File: config.mk
export PLATFORM = sky130hd
export DESIGN_NAME = roll_variance_swerve_detector
export DESIGN_NICKNAME = d
export VERILOG_FILES = /design/src/rtl/core/rvsd_pkg.sv /design/src/rtl/core/roll_variance_swerve_detector.sv /design/src/rtl/core/rvsd_front.sv /design/src/rtl/core/rvsd_queue.sv /design/src/rtl/core/rvsd_back.sv
export VERILOG_INCLUDE_DIRS = /design/src /design/src/rtl/core
export SDC_FILE = /design/constraint.sdc
export NUM_CORES = 2
export LEC_CHECK = 0
export ABC_AREA = 1
export ABC_CLOCK_PERIOD_IN_PS = 8560
export BUFFER_PORTS_ARGS = -buffer_cell sky130_fd_sc_hd__buf_2
export CORE_ASPECT_RATIO = 0.75
export CORE_UTILIZATION = 60
export CTS_BUF_LIST = sky130_fd_sc_hd__clkbuf_4 sky130_fd_sc_hd__clkbuf_8 sky130_fd_sc_hd__clkbuf_16
export CTS_CLUSTER_DIAMETER = 60
export DETAILED_ROUTE_END_ITERATION = 8
export PLACE_DENSITY_LB_ADDON = 0.1
export SYNTH_ARGS = -nofsm -noshare
export SYNTH_HDL_FRONTEND = slang
export SYNTH_SLANG_ARGS = --single-unit
export TNS_END_PERCENT = 20
File: constraint.sdc
create_clock -name clk -period 8.56 [get_ports clk]
set_input_delay 1.284 -clock clk [delete_from_list [all_inputs] [get_ports clk]]
set_output_delay 1.284 -clock clk [all_outputs]
set_load 0.01 [all_outputs]
File: src/rtl/core/roll_variance_swerve_detector_defines.svh
// assertion helpers shared by the detector modules
// both sample on clk and stay quiet while rst_n is low
`ifndef ROLL_VARIANCE_SWERVE_DETECTOR_DEFINES_SVH
`define ROLL_VARIANCE_SWERVE_DETECTOR_DEFINES_SVH

// same-cycle implication
`define RVSD_ASSERT_IMP(lbl, ante, cons, msg) \
  lbl: assert property (@(posedge clk) disable iff (!rst_n) (ante) |-> (cons)) \
    else $error(msg);

// next-cycle implication
`define RVSD_ASSERT_NXT(lbl, ante, cons, msg) \
  lbl: assert property (@(posedge clk) disable iff (!rst_n) (ante) |=> (cons)) \
    else $error(msg);

`endif

File: src/rtl/core/rvsd_pkg.sv
package rvsd_pkg;

  localparam int WINDOW = 50;
  localparam int PTR_W  = $clog2(WINDOW);

  localparam int ROLL_W     = 15;
  localparam int SPEED_W    = 12;
  localparam int LIMIT_W    = 14;
  localparam int CFG_DATA_W = 14;
  localparam int CFG_ADDR_W = 2;

  localparam int IN_TDATA_W  = 32;
  localparam int OUT_TDATA_W = 8;

  localparam longint ROLL_PEAK = 11520;
  localparam logic signed [ROLL_W-1:0] ROLL_MAX = 15'sd11520;
  localparam logic signed [ROLL_W-1:0] ROLL_MIN = -15'sd11520;

  // widths of the running sums and the spread test
  localparam int SUM_W  = $clog2(longint'(WINDOW) * ROLL_PEAK + 1) + 1;
  localparam int SQ_W   = $clog2(longint'(WINDOW) * ROLL_PEAK * ROLL_PEAK + 1);
  localparam int DIF_W  = ROLL_W + 1;
  localparam int DSQ_W  = 2 * DIF_W;
  localparam int NSQ_W  = SQ_W + $clog2(WINDOW + 1);
  localparam int SQR_W  = 2 * SUM_W;
  localparam int LIM2_W = 2 * LIMIT_W;
  localparam int WSQ_W  = $clog2(WINDOW * WINDOW + 1);
  localparam int BND_W  = LIM2_W + WSQ_W;
  localparam int MAX_AB = (NSQ_W > SQR_W) ? NSQ_W : SQR_W;
  localparam int CMP_W  = ((MAX_AB > BND_W) ? MAX_AB : BND_W) + 1;

  // queue between front and back
  localparam int QDEPTH = 4;
  localparam int QPTR_W = $clog2(QDEPTH);
  localparam int QCNT_W = $clog2(QDEPTH + 1);

  localparam logic [SPEED_W-1:0] SPEED_GATE_RST = 12'd100;
  localparam logic [LIMIT_W-1:0] DEV_LIMIT_RST  = 14'd960;

  localparam logic [CFG_ADDR_W-1:0] CFG_SPEED_GATE = 2'd0;
  localparam logic [CFG_ADDR_W-1:0] CFG_DEV_LIMIT  = 2'd1;

  typedef struct packed {
    logic                    moving;
    logic signed [SUM_W-1:0] sum;
    logic [SQ_W-1:0]         sumsq;
  } rvsd_item_t;

  typedef struct packed {
    logic       empty;
    rvsd_item_t head;
  } rvsd_qstat_t;

endpackage

File: src/rtl/core/roll_variance_swerve_detector.sv
// path: front regs s1 and s2, then the queue, then back regs b1, b2 and the output register
// throughput: one transaction per cycle unless stalled; one ring read and write per sample
// the front holds a credit of 4 transactions, so a stalled output stops input once 4 sit
// between the input and the back pipe
// reset: rst_n sync active low; clears ring valids, sums, queue and pipe valids at once
// reset: speed gate returns to 100 and deviation limit to 960; no clearing pass is needed
module roll_variance_swerve_detector (
  input  logic                                 clk,
  input  logic                                 rst_n,
  // input stream
  input  logic                                 in_tvalid,
  output logic                                 in_tready,
  input  logic [rvsd_pkg::IN_TDATA_W-1:0]      in_tdata,   // roll_angle[14:0], speed[26:15]
  // result stream
  output logic                                 out_tvalid,
  input  logic                                 out_tready,
  output logic [rvsd_pkg::OUT_TDATA_W-1:0]     out_tdata,  // swerving[0]
  // configuration writes
  input  logic                                 cfg_we,
  input  logic [rvsd_pkg::CFG_ADDR_W-1:0]      cfg_addr,
  input  logic [rvsd_pkg::CFG_DATA_W-1:0]      cfg_wdata
);
  import rvsd_pkg::*;

  logic [SPEED_W-1:0]  speed_gate_r;
  logic [LIMIT_W-1:0]  dev_limit_r;

  logic                push, pop;
  rvsd_item_t          item;
  rvsd_qstat_t         qstat;
  logic                out_flag;

  // configuration registers; unknown indexes are dropped
  always_ff @(posedge clk) begin
    if (!rst_n) begin
      speed_gate_r <= SPEED_GATE_RST;
      dev_limit_r  <= DEV_LIMIT_RST;
    end else if (cfg_we) begin
      unique case (cfg_addr)
        CFG_SPEED_GATE: speed_gate_r <= cfg_wdata[SPEED_W-1:0];
        CFG_DEV_LIMIT:  dev_limit_r  <= cfg_wdata[LIMIT_W-1:0];
        default: ;
      endcase
    end
  end

  // front: saturation, ring update and running sums
  rvsd_front u_front (
    .clk        (clk),
    .rst_n      (rst_n),
    .in_valid   (in_tvalid),
    .in_ready   (in_tready),
    .roll       ($signed(in_tdata[ROLL_W-1:0])),
    .speed      (in_tdata[ROLL_W+SPEED_W-1:ROLL_W]),
    .speed_gate (speed_gate_r),
    .pop        (pop),
    .push       (push),
    .item       (item)
  );

  // short queue so front and back stall independently
  rvsd_queue u_queue (
    .clk     (clk),
    .rst_n   (rst_n),
    .push    (push),
    .wr_item (item),
    .pop     (pop),
    .qstat   (qstat)
  );

  // back: spread against bound, output register
  rvsd_back u_back (
    .clk       (clk),
    .rst_n     (rst_n),
    .qstat     (qstat),
    .pop       (pop),
    .dev_limit (dev_limit_r),
    .out_ready (out_tready),
    .out_valid (out_tvalid),
    .out_flag  (out_flag)
  );

  assign out_tdata = {{(OUT_TDATA_W-1){1'b0}}, out_flag};

endmodule

File: src/rtl/core/rvsd_front.sv
`include "roll_variance_swerve_detector_defines.svh"

module rvsd_front (
  input  logic                                clk,
  input  logic                                rst_n,
  input  logic                                in_valid,
  output logic                                in_ready,
  input  logic signed [rvsd_pkg::ROLL_W-1:0]  roll,
  input  logic [rvsd_pkg::SPEED_W-1:0]        speed,
  input  logic [rvsd_pkg::SPEED_W-1:0]        speed_gate,
  input  logic                                pop,
  output logic                                push,
  output rvsd_pkg::rvsd_item_t                item
);
  import rvsd_pkg::*;

  logic                     acc;
  logic signed [ROLL_W-1:0] sample;

  logic [QCNT_W-1:0]        inflight_r, inflight_nxt;
  logic [PTR_W-1:0]         wpos_r, wpos_nxt;

  logic signed [ROLL_W-1:0] ring_mem [WINDOW];
  logic [WINDOW-1:0]        ring_vld_r;
  logic signed [ROLL_W-1:0] ring_q;
  logic                     vld_q;

  logic                     s1_vld_r;
  logic signed [ROLL_W-1:0] s1_sample_r;
  logic                     s1_mov_r;
  logic signed [ROLL_W-1:0] old;
  logic signed [DIF_W-1:0]  diff, sumo;

  logic                     s2_vld_r;
  logic                     s2_mov_r;
  logic signed [DIF_W-1:0]  s2_diff_r;
  logic signed [DSQ_W-1:0]  s2_dsq_r;

  logic signed [SUM_W-1:0]  sum_r, sum_nxt;
  logic [SQ_W-1:0]          sumsq_r, sumsq_nxt;

  // credit: items between acceptance and queue pop
  assign in_ready = (inflight_r < QCNT_W'(QDEPTH));
  assign acc      = in_valid && in_ready;

  always_comb begin
    if (roll > ROLL_MAX) begin
      sample = ROLL_MAX;
    end else if (roll < ROLL_MIN) begin
      sample = ROLL_MIN;
    end else begin
      sample = roll;
    end
  end

  assign inflight_nxt = inflight_r + QCNT_W'(acc) - QCNT_W'(pop);
  assign wpos_nxt     = (wpos_r == PTR_W'(WINDOW - 1)) ? '0 : wpos_r + 1'b1;

  // ring read returns the old entry, write replaces it in the same cycle
  always_ff @(posedge clk) begin
    if (acc) begin
      ring_mem[wpos_r] <= sample;
    end
    ring_q <= ring_mem[wpos_r];
  end

  always_ff @(posedge clk) begin
    if (!rst_n) begin
      inflight_r <= '0;
      wpos_r     <= '0;
      ring_vld_r <= '0;
      s1_vld_r   <= 1'b0;
      s2_vld_r   <= 1'b0;
      sum_r      <= '0;
      sumsq_r    <= '0;
    end else begin
      inflight_r <= inflight_nxt;
      s1_vld_r   <= acc;
      s2_vld_r   <= s1_vld_r;
      if (acc) begin
        wpos_r             <= wpos_nxt;
        ring_vld_r[wpos_r] <= 1'b1;
      end
      if (s2_vld_r) begin
        sum_r   <= sum_nxt;
        sumsq_r <= sumsq_nxt;
      end
    end
  end

  always_ff @(posedge clk) begin
    vld_q       <= ring_vld_r[wpos_r];
    s1_sample_r <= sample;
    s1_mov_r    <= (speed > speed_gate);
    s2_mov_r    <= s1_mov_r;
    s2_diff_r   <= diff;
    s2_dsq_r    <= DSQ_W'(diff) * DSQ_W'(sumo);
  end

  // new^2 - old^2 as one product
  assign old  = vld_q ? ring_q : '0;
  assign diff = DIF_W'(s1_sample_r) - DIF_W'(old);
  assign sumo = DIF_W'(s1_sample_r) + DIF_W'(old);

  assign sum_nxt   = sum_r + SUM_W'(s2_diff_r);
  assign sumsq_nxt = sumsq_r + SQ_W'(s2_dsq_r);

  assign push       = s2_vld_r;
  assign item.moving = s2_mov_r;
  assign item.sum    = sum_nxt;
  assign item.sumsq  = sumsq_nxt;

  `RVSD_ASSERT_IMP(a_wpos_range, 1'b1, wpos_r < PTR_W'(WINDOW), "write position out of ring")
  `RVSD_ASSERT_IMP(a_credit_max, 1'b1, inflight_r <= QCNT_W'(QDEPTH), "credit count overrun")
  `RVSD_ASSERT_IMP(a_push_credit, s2_vld_r, inflight_r != '0, "push without credit")

endmodule

File: src/rtl/core/rvsd_queue.sv
`include "roll_variance_swerve_detector_defines.svh"

module rvsd_queue (
  input  logic                          clk,
  input  logic                          rst_n,
  input  logic                          push,
  input  rvsd_pkg::rvsd_item_t          wr_item,
  input  logic                          pop,
  output rvsd_pkg::rvsd_qstat_t         qstat
);
  import rvsd_pkg::*;

  rvsd_item_t        q_mem [QDEPTH];
  logic [QPTR_W-1:0] wptr_r, rptr_r;
  logic [QCNT_W-1:0] count_r;

  always_ff @(posedge clk) begin
    if (push) begin
      q_mem[wptr_r] <= wr_item;
    end
  end

  always_ff @(posedge clk) begin
    if (!rst_n) begin
      wptr_r  <= '0;
      rptr_r  <= '0;
      count_r <= '0;
    end else begin
      if (push) begin
        wptr_r <= (wptr_r == QPTR_W'(QDEPTH - 1)) ? '0 : wptr_r + 1'b1;
      end
      if (pop) begin
        rptr_r <= (rptr_r == QPTR_W'(QDEPTH - 1)) ? '0 : rptr_r + 1'b1;
      end
      count_r <= count_r + QCNT_W'(push) - QCNT_W'(pop);
    end
  end

  assign qstat.empty = (count_r == '0);
  assign qstat.head  = q_mem[rptr_r];

  `RVSD_ASSERT_IMP(a_no_overflow, count_r == QCNT_W'(QDEPTH), !push, "push into full queue")
  `RVSD_ASSERT_IMP(a_no_underflow, count_r == '0, !pop, "pop from empty queue")

endmodule

File: src/rtl/core/rvsd_back.sv
module rvsd_back (
  input  logic                          clk,
  input  logic                          rst_n,
  input  rvsd_pkg::rvsd_qstat_t         qstat,
  output logic                          pop,
  input  logic [rvsd_pkg::LIMIT_W-1:0]  dev_limit,
  input  logic                          out_ready,
  output logic                          out_valid,
  output logic                          out_flag
);
  import rvsd_pkg::*;

  logic                     adv;
  logic                     b1_vld_r, b1_mov_r;
  logic signed [SQR_W-1:0]  sq_r;
  logic [NSQ_W-1:0]         nsq_r;
  logic [LIM2_W-1:0]        lim2_r;
  logic                     b2_vld_r, b2_mov_r;
  logic signed [CMP_W-1:0]  spread_r;
  logic [BND_W-1:0]         bound_r;
  logic                     out_vld_r, out_flag_r;

  // whole pipe moves when the output register is free or being drained
  assign adv = !out_vld_r || out_ready;
  assign pop = adv && !qstat.empty;

  always_ff @(posedge clk) begin
    if (!rst_n) begin
      b1_vld_r  <= 1'b0;
      b2_vld_r  <= 1'b0;
      out_vld_r <= 1'b0;
    end else if (adv) begin
      b1_vld_r  <= !qstat.empty;
      b2_vld_r  <= b1_vld_r;
      out_vld_r <= b2_vld_r;
    end
  end

  always_ff @(posedge clk) begin
    if (adv) begin
      // products
      b1_mov_r <= qstat.head.moving;
      sq_r     <= SQR_W'(qstat.head.sum) * SQR_W'(qstat.head.sum);
      nsq_r    <= NSQ_W'(qstat.head.sumsq) * NSQ_W'(WINDOW);
      lim2_r   <= LIM2_W'(dev_limit) * LIM2_W'(dev_limit);
      // spread and bound
      b2_mov_r <= b1_mov_r;
      spread_r <= $signed(CMP_W'(nsq_r)) - CMP_W'(sq_r);
      bound_r  <= BND_W'(lim2_r) * BND_W'(WINDOW * WINDOW);
      // compare
      out_flag_r <= b2_mov_r && (spread_r > $signed(CMP_W'(bound_r)));
    end
  end

  assign out_valid = out_vld_r;
  assign out_flag  = out_flag_r;

endmodule

## After elaboration in Yosys (flattened, before gate mapping)

Memories as Yosys holds them, arrays and structs flattened. A register that Yosys moved wholly into a read port is not among the register bits.
Index checks and enable logic that the tools add are counted.
Widths: inputs -> output; s select.

| storage, ports and cells | value |
|---|---|
| output and inout bits | 10 |
| flip-flop bits (word level) | 409 |
| bits in writable memories | 970 |
| memories | 2 |
| latch bits | 0 |
| ROM bits | 0 |

Memories:

| memory | words | bits a word | read ports | clocked after memory_dff | wr ports | RTL line | RTL |
|---|---|---|---|---|---|---|---|
| u_front.ring_mem | 50 | 15 | 1 | 1 | 1 | rvsd_front.sv:23 | `logic signed [ROLL_W-1:0] ring_mem [WINDOW];` |
| u_queue.q_mem | 4 | 55 | 1 | 1 | 1 | rvsd_queue.sv:13 | `rvsd_item_t q_mem [QDEPTH];` |

| operators by class | value |
|---|---|
| $add $sub $neg | 12 |
| shift operators | 0 |
| order comparisons | 7 |
| multiply operators | 5 |
| divide/modulo/power cells | 0 |
| multiplexer cells | 16 |
| bitwise operators | 1 |
| eq/ne operators | 4 |
| reduce and logical (&&, ||, !) cells | 11 |

Operator list:

| operator | number |
|---|---|
| $or 50x50->50 | 1 |
| $mux 15 | 3 |
| $gt 43x41->1 | 1 |
| $sub 40x42->43 | 1 |
| $mul 21x21->42 | 1 |
| $mul 28x10->38 const B | 1 |
| $mul 33x5->38 const B | 1 |
| $add 33x33->33 | 1 |
| $mul 16x16->32 | 1 |
| $mul 14x14->28 | 1 |
| $add 21x16->21 | 1 |
| $add 15x15->16 | 1 |
| $sub 15x15->16 | 1 |
| $gt 15x15->1 const B | 1 |
| $lt 15x15->1 const B | 1 |
| $gt 12x12->1 | 1 |
| $mux 2 | 4 |
| $lt 6x7->1 const B | 1 |
| $add 3x1->3 | 2 |
| $add 6x1->6 const B | 1 |
| $bmux 1 s6 | 1 |
| $demux 1 s6 | 1 |
| $eq 6x6->1 const B | 1 |
| $ge 6x1->1 const B | 1 |
| other kinds (13) | 26 |

## Depth between registers and ports, before layout

| logic depth | value |
|---|---|
| depth after elaboration | 5 |
| depth in mapped cells | 40 |
| mapped depth without buffers | 39 |

## Modules after synthesis

A second synthesis with hierarchy kept.

| second synthesis, totals | value |
|---|---|
| cell total of the unflattened synthesis | 11482 |
| area, all modules | 102565.9 sq um |

Modules (own cells, without submodules):

| module | cells each | times used | seq. area each (sq um) | area an instance (sq um) |
|---|---|---|---|---|
| rvsd_front | 5226 | 1 | 26425.3 | 50826.2 |
| rvsd_back | 5446 | 1 | 5735.5 | 41910.2 |
| rvsd_queue | 645 | 1 | 6786.5 | 8690.8 |
| roll_variance_swerve_detector | 165 | 1 | 520.5 | 1138.6 |

## Worst setup path after synthesis

No wires, ideal clock.

| timing path | value |
|---|---|
| path kind | input -> register |
| start | input port out_tready |
| end | register u_front.inflight_r[2] |
| library setup time | 0.121 ns |
| required time | 8.439 ns |
| stages | 12 |
| setup slack | 1.412 ns |
| arrival time | 7.027 ns |
| cell sequence | nor2_1 -> inv_1 -> o31ai_1 -> inv_1 -> ha_1 -> inv_1 -> ha_1 -> inv_1 -> fa_1 -> xor2_1 -> o21ai_0 -> a21oi_1 |

| between the ends | value |
|---|---|
| cells in the longest elaborated chain, start to end | 3 |

Ends and longest elaborated chain:

| element | RTL line | RTL |
|---|---|---|
| start: declaration | roll_variance_swerve_detector.sv:16 | `input logic out_tready,` |
| $logic_or 1x1->1 | rvsd_back.sv:24 | `assign adv = !out_vld_r \|\| out_ready;` |
| via u_back.adv | rvsd_back.sv:13 | `logic adv;` |
| $logic_and 1x1->1 | rvsd_back.sv:25 | `assign pop = adv && !qstat.empty;` |
| via pop | roll_variance_swerve_detector.sv:28 | `logic push, pop;` |
| $sub 3x1->3 | rvsd_front.sv:56 | `assign inflight_nxt = inflight_r + QCNT_W'(acc) - QCNT_W'(pop);` |
| end signal: assignment | rvsd_front.sv:77 | `inflight_r <= inflight_nxt;` |
| end: declaration | rvsd_front.sv:20 | `logic [QCNT_W-1:0] inflight_r, inflight_nxt;` |

The timed path passes the listed nets, and every way through them passes these cells.
A chain may end at the register's enable or synchronous reset.

==> results.json <==
{
  "status": "completed",
  "period_minus_slack_ns": 8.12,
  "fin_tns_setup_ns": 0,
  "grt_max_degree": 86,
  "yosys.cell_count.top_type": "nand2_1",
  "synthAdderAreaFrac_pct": 26.5,
  "totalWireLength_mm": 273,
  "holdPathStages": 0,
  "drtIter0Drc": 7917,
  "cp.arrival_ns": 8.65,
  "die_w_um": 474,
  "final_nets": 12492,
  "drv_cap": 0,
  "dr.pass1.iters": 9,
  "numCtsBuffers": 139,
  "rsz0062_at_grt": "false",
  "post-route-drc-count": 0,
  "ff2ff_path_depth": 22,
  "period_share_pct": 94.8,
  "synthXorXnorAreaFrac_pct": 1.78,
  "grt_pass1_wl_mm": 423,
  "drive_above_1_share_pct": 5.38,
  "synth_edf_count": 1159,
  "start_util_pct": 60.6,
  "grt_pass1_vias": 72970,
  "synth-simple-area-share_pct": 17.5,
  "worst-endpoint-required_ns": 9.10,
  "grt_overflow": 0,
  "hold_end": "u_front.s2_mov_r",
  "antenna_left": 0,
  "filler_cell_count": 13530,
  "yosys_warnings": 0,
  "insertion_delay_ns": 0.80,
  "die_height_um": 356,
  "ys_seq_area_share_pct": 39.4,
  "cts_root_buf": "clkbuf_16",
  "cts_sinks": 1393,
  "area_growth_pct": 7.87,
  "synthArstFlopShare_pct": 0,
  "die-area_sq_um": 169000,
  "min_path_type": "flop to flop",
  "cts_max_path_buffers": 3,
  "reg2reg_to": "u_back.sq_r[40]",
  "fmax_ghz": 0.123,
  "synth_top_family_by_area": "adder cells",
  "start_kind": "flop",
  "avgSynthCellArea_sq_um": 9.31,
  "end_kind": "flop",
  "via_per_inst": 5.61,
  "post_drt_wl_per_cell_um": 20.7,
  "tightest_slew_ns": 1.26,
  "synth_ff_type": "edfxtp_1",
  "slew-limit-headroom_pct": 15.6,
  "finalSetupViolCount": 0,
  "synthTopCellsByCount": "nand2_1, inv_1, edfxtp_1",
  "routabilityCongestion": 0.983,
  "track_usage_pct": 33.0,
  "cts_tree": "built",
  "ys_ff_latch": 1393,
  "ios": 63,
  "synth_top_cell_by_area": "edfxtp_1",
  "r2r_slack_ns": 0.44,
  "synth_cell_types": 60,
  "post-dp-hpwl_mm": 203,
  "hold_viol_final": 0,
  "min_from": "u_front.s1_mov_r",
  "antenna_found_initial": 11,
  "cts_max_level": 4,
  "cts.clk_slew.worst_paths_ns": 0.07,
  "synth_top_area_share_pct": 34.7,
  "crit_type": "flop to flop",
  "synth_mux_area_share_pct": 0,
  "core_sq_um": 165000,
  "synth_compound_area_share_pct": 5.99,
  "synth_cells": 10752,
  "synth_area_leaders": "edfxtp_1, fa_1, nand2_1",
  "slew_viol_final": 0,
  "portBuffers": 50,
  "critPathMaxFanout": 31,
  "fin_skew_ns": 0.0538,
  "row_count": 129,
  "num_vias": 74110,
  "netlist_area_sq_um": 100000
}
logic make-up (layout without fill, tap and decap cells):
group	count (synthesis)	in the layout
adder cells (fa/ha/maj)	1580	1580
flip-flops	1393	1393
buffers and inverters	2258	2473
other	1	16
AO/OA/AOI/OAI	1003	1003
XOR/XNOR	198	198
AND/OR/NAND/NOR	4319	4319
repair_timing:
item / CTS / global route
setup endpoints to repair: 0 / 2
hold buffers: 0 / 0
resized for setup: 0 / 2
setup buffers: 0 / 0
routing by layer:
layer  up-vias  GRT usage (%)  share of wire (%)
met5         -          0.113                  0
met4         0           7.50                2.0
met3       353           6.56                9.9
met2      3196           48.4                 43
met1     36180           50.5                 45
li1      34381              -                  -
flip-flops by register name, summed over array words and instances, names as in the netlist, 2 cells and up, named ones only:
signal               flops
u_front.ring_mem       750
u_queue.q_mem          220
u_front.ring_vld_r      50
u_back.spread_r         43
u_back.sq_r             41
u_back.nsq_r            38
u_back.bound_r          37
u_front.sumsq_r         33
u_front.s2_dsq_r        32
u_back.lim2_r           27
u_front.sum_r           21
u_front.s2_diff_r       16
u_front.ring_q          15
u_front.s1_sample_r     15
dev_limit_r             14
speed_gate_r            12
u_front.wpos_r           6
u_front.inflight_r       3
u_queue.count_r          3
u_queue.rptr_r           2
u_queue.wptr_r           2
worst max-delay path: stages, from the launching register on:
cell      delay, ns
dfxtp_4        0.51
clkinv_2       0.43
nand2_1        0.24
a32oi_4        0.17
inv_2          0.45
nor2_1         0.24
fa_1           0.76
fa_1           0.52
fa_1           0.88
inv_1          0.22
fa_1           0.51
fa_1           0.50
fa_1           0.49
inv_1          0.05
fa_1           0.45
ha_1           0.38
nand2_1        0.12
nor3_1         0.27
nand2_1        0.14
nor2_1         0.15
nand4_1        0.14
nand4_1        0.14
nand2_1        0.08
cells in the final DEF, fill, tap and decap left out, types with 10 or more instances in the layout:
cell type,count
nor2_2,18
o21ai_0,285
o21bai_1,50
buf_2,50
a21boi_0,10
o211ai_1,14
o21a_1,17
nand4_1,172
buf_4,152
inv_1,1956
a32oi_1,28
clkbuf_8,15
edfxtp_1,1159
o22ai_1,10
dfxtp_1,231
nand2_1,2573
clkbuf_4,34
fa_1,903
a21o_1,27
nor2_1,1060
nor4_1,13
inv_2,39
ha_1,677
clkinv_1,23
nor3_1,56
clkinv_2,20
xor2_1,157
a21oi_1,438
clkbuf_16,140
a31oi_1,12
nand3_1,353
or2_2,11
nand3b_1,14
a22oi_1,51
xnor2_1,36
nor2_4,17
worst max-delay path by stage:
stage | startpoint | endpoint | slack [ns] | depth (start not counted)
2_1_floorplan | out_tready | u_front.inflight_r[2] | 1.41 | 12
3_3_place_gp | flop | u_back.sq_r[28] | 0.44 | 24
3_5_place_dp | flop | u_back.sq_r[36] | 0.43 | 24
4_1_cts | flop | u_back.sq_r[28] | 0.41 | 24
5_1_grt | flop | u_back.sq_r[41] | 0.06 | 23
6_report | flop | u_back.sq_r[40] | 0.44 | 22
final cells by class:
class,count,area (sq um),area share [%]
Inverter,2014,7580,7.02
Timing Repair Buffer,202,1390,1.29
Clock inverter,68,860,0.796
Multi-Input combinational cell,7109,51900,48.1
Sequential cell,1393,39500,36.6
Clock buffer,189,3970,3.67
Tap cell,2227,2790,2.58
Antenna cell,7,17.5,0.0162
through the flow:
step,area (sq um),instances,utilization [%],setup WS (ns),hold WS (ns)
CTS,108000,13202,65.4,0.407,0.344
global route,108000,13204,65.4,0.0562,0.351
global placement,103000,12945,62.4,0.445,0.320
finish,108000,13209,65.4,0.444,0.343
floorplan,100000,10760,-,1.41,0.310
detailed placement,103000,12945,62.4,0.433,0.325
Power is not shown: default switching activity piles up to over one toggle a cycle in this logic, so the estimate is an artifact.
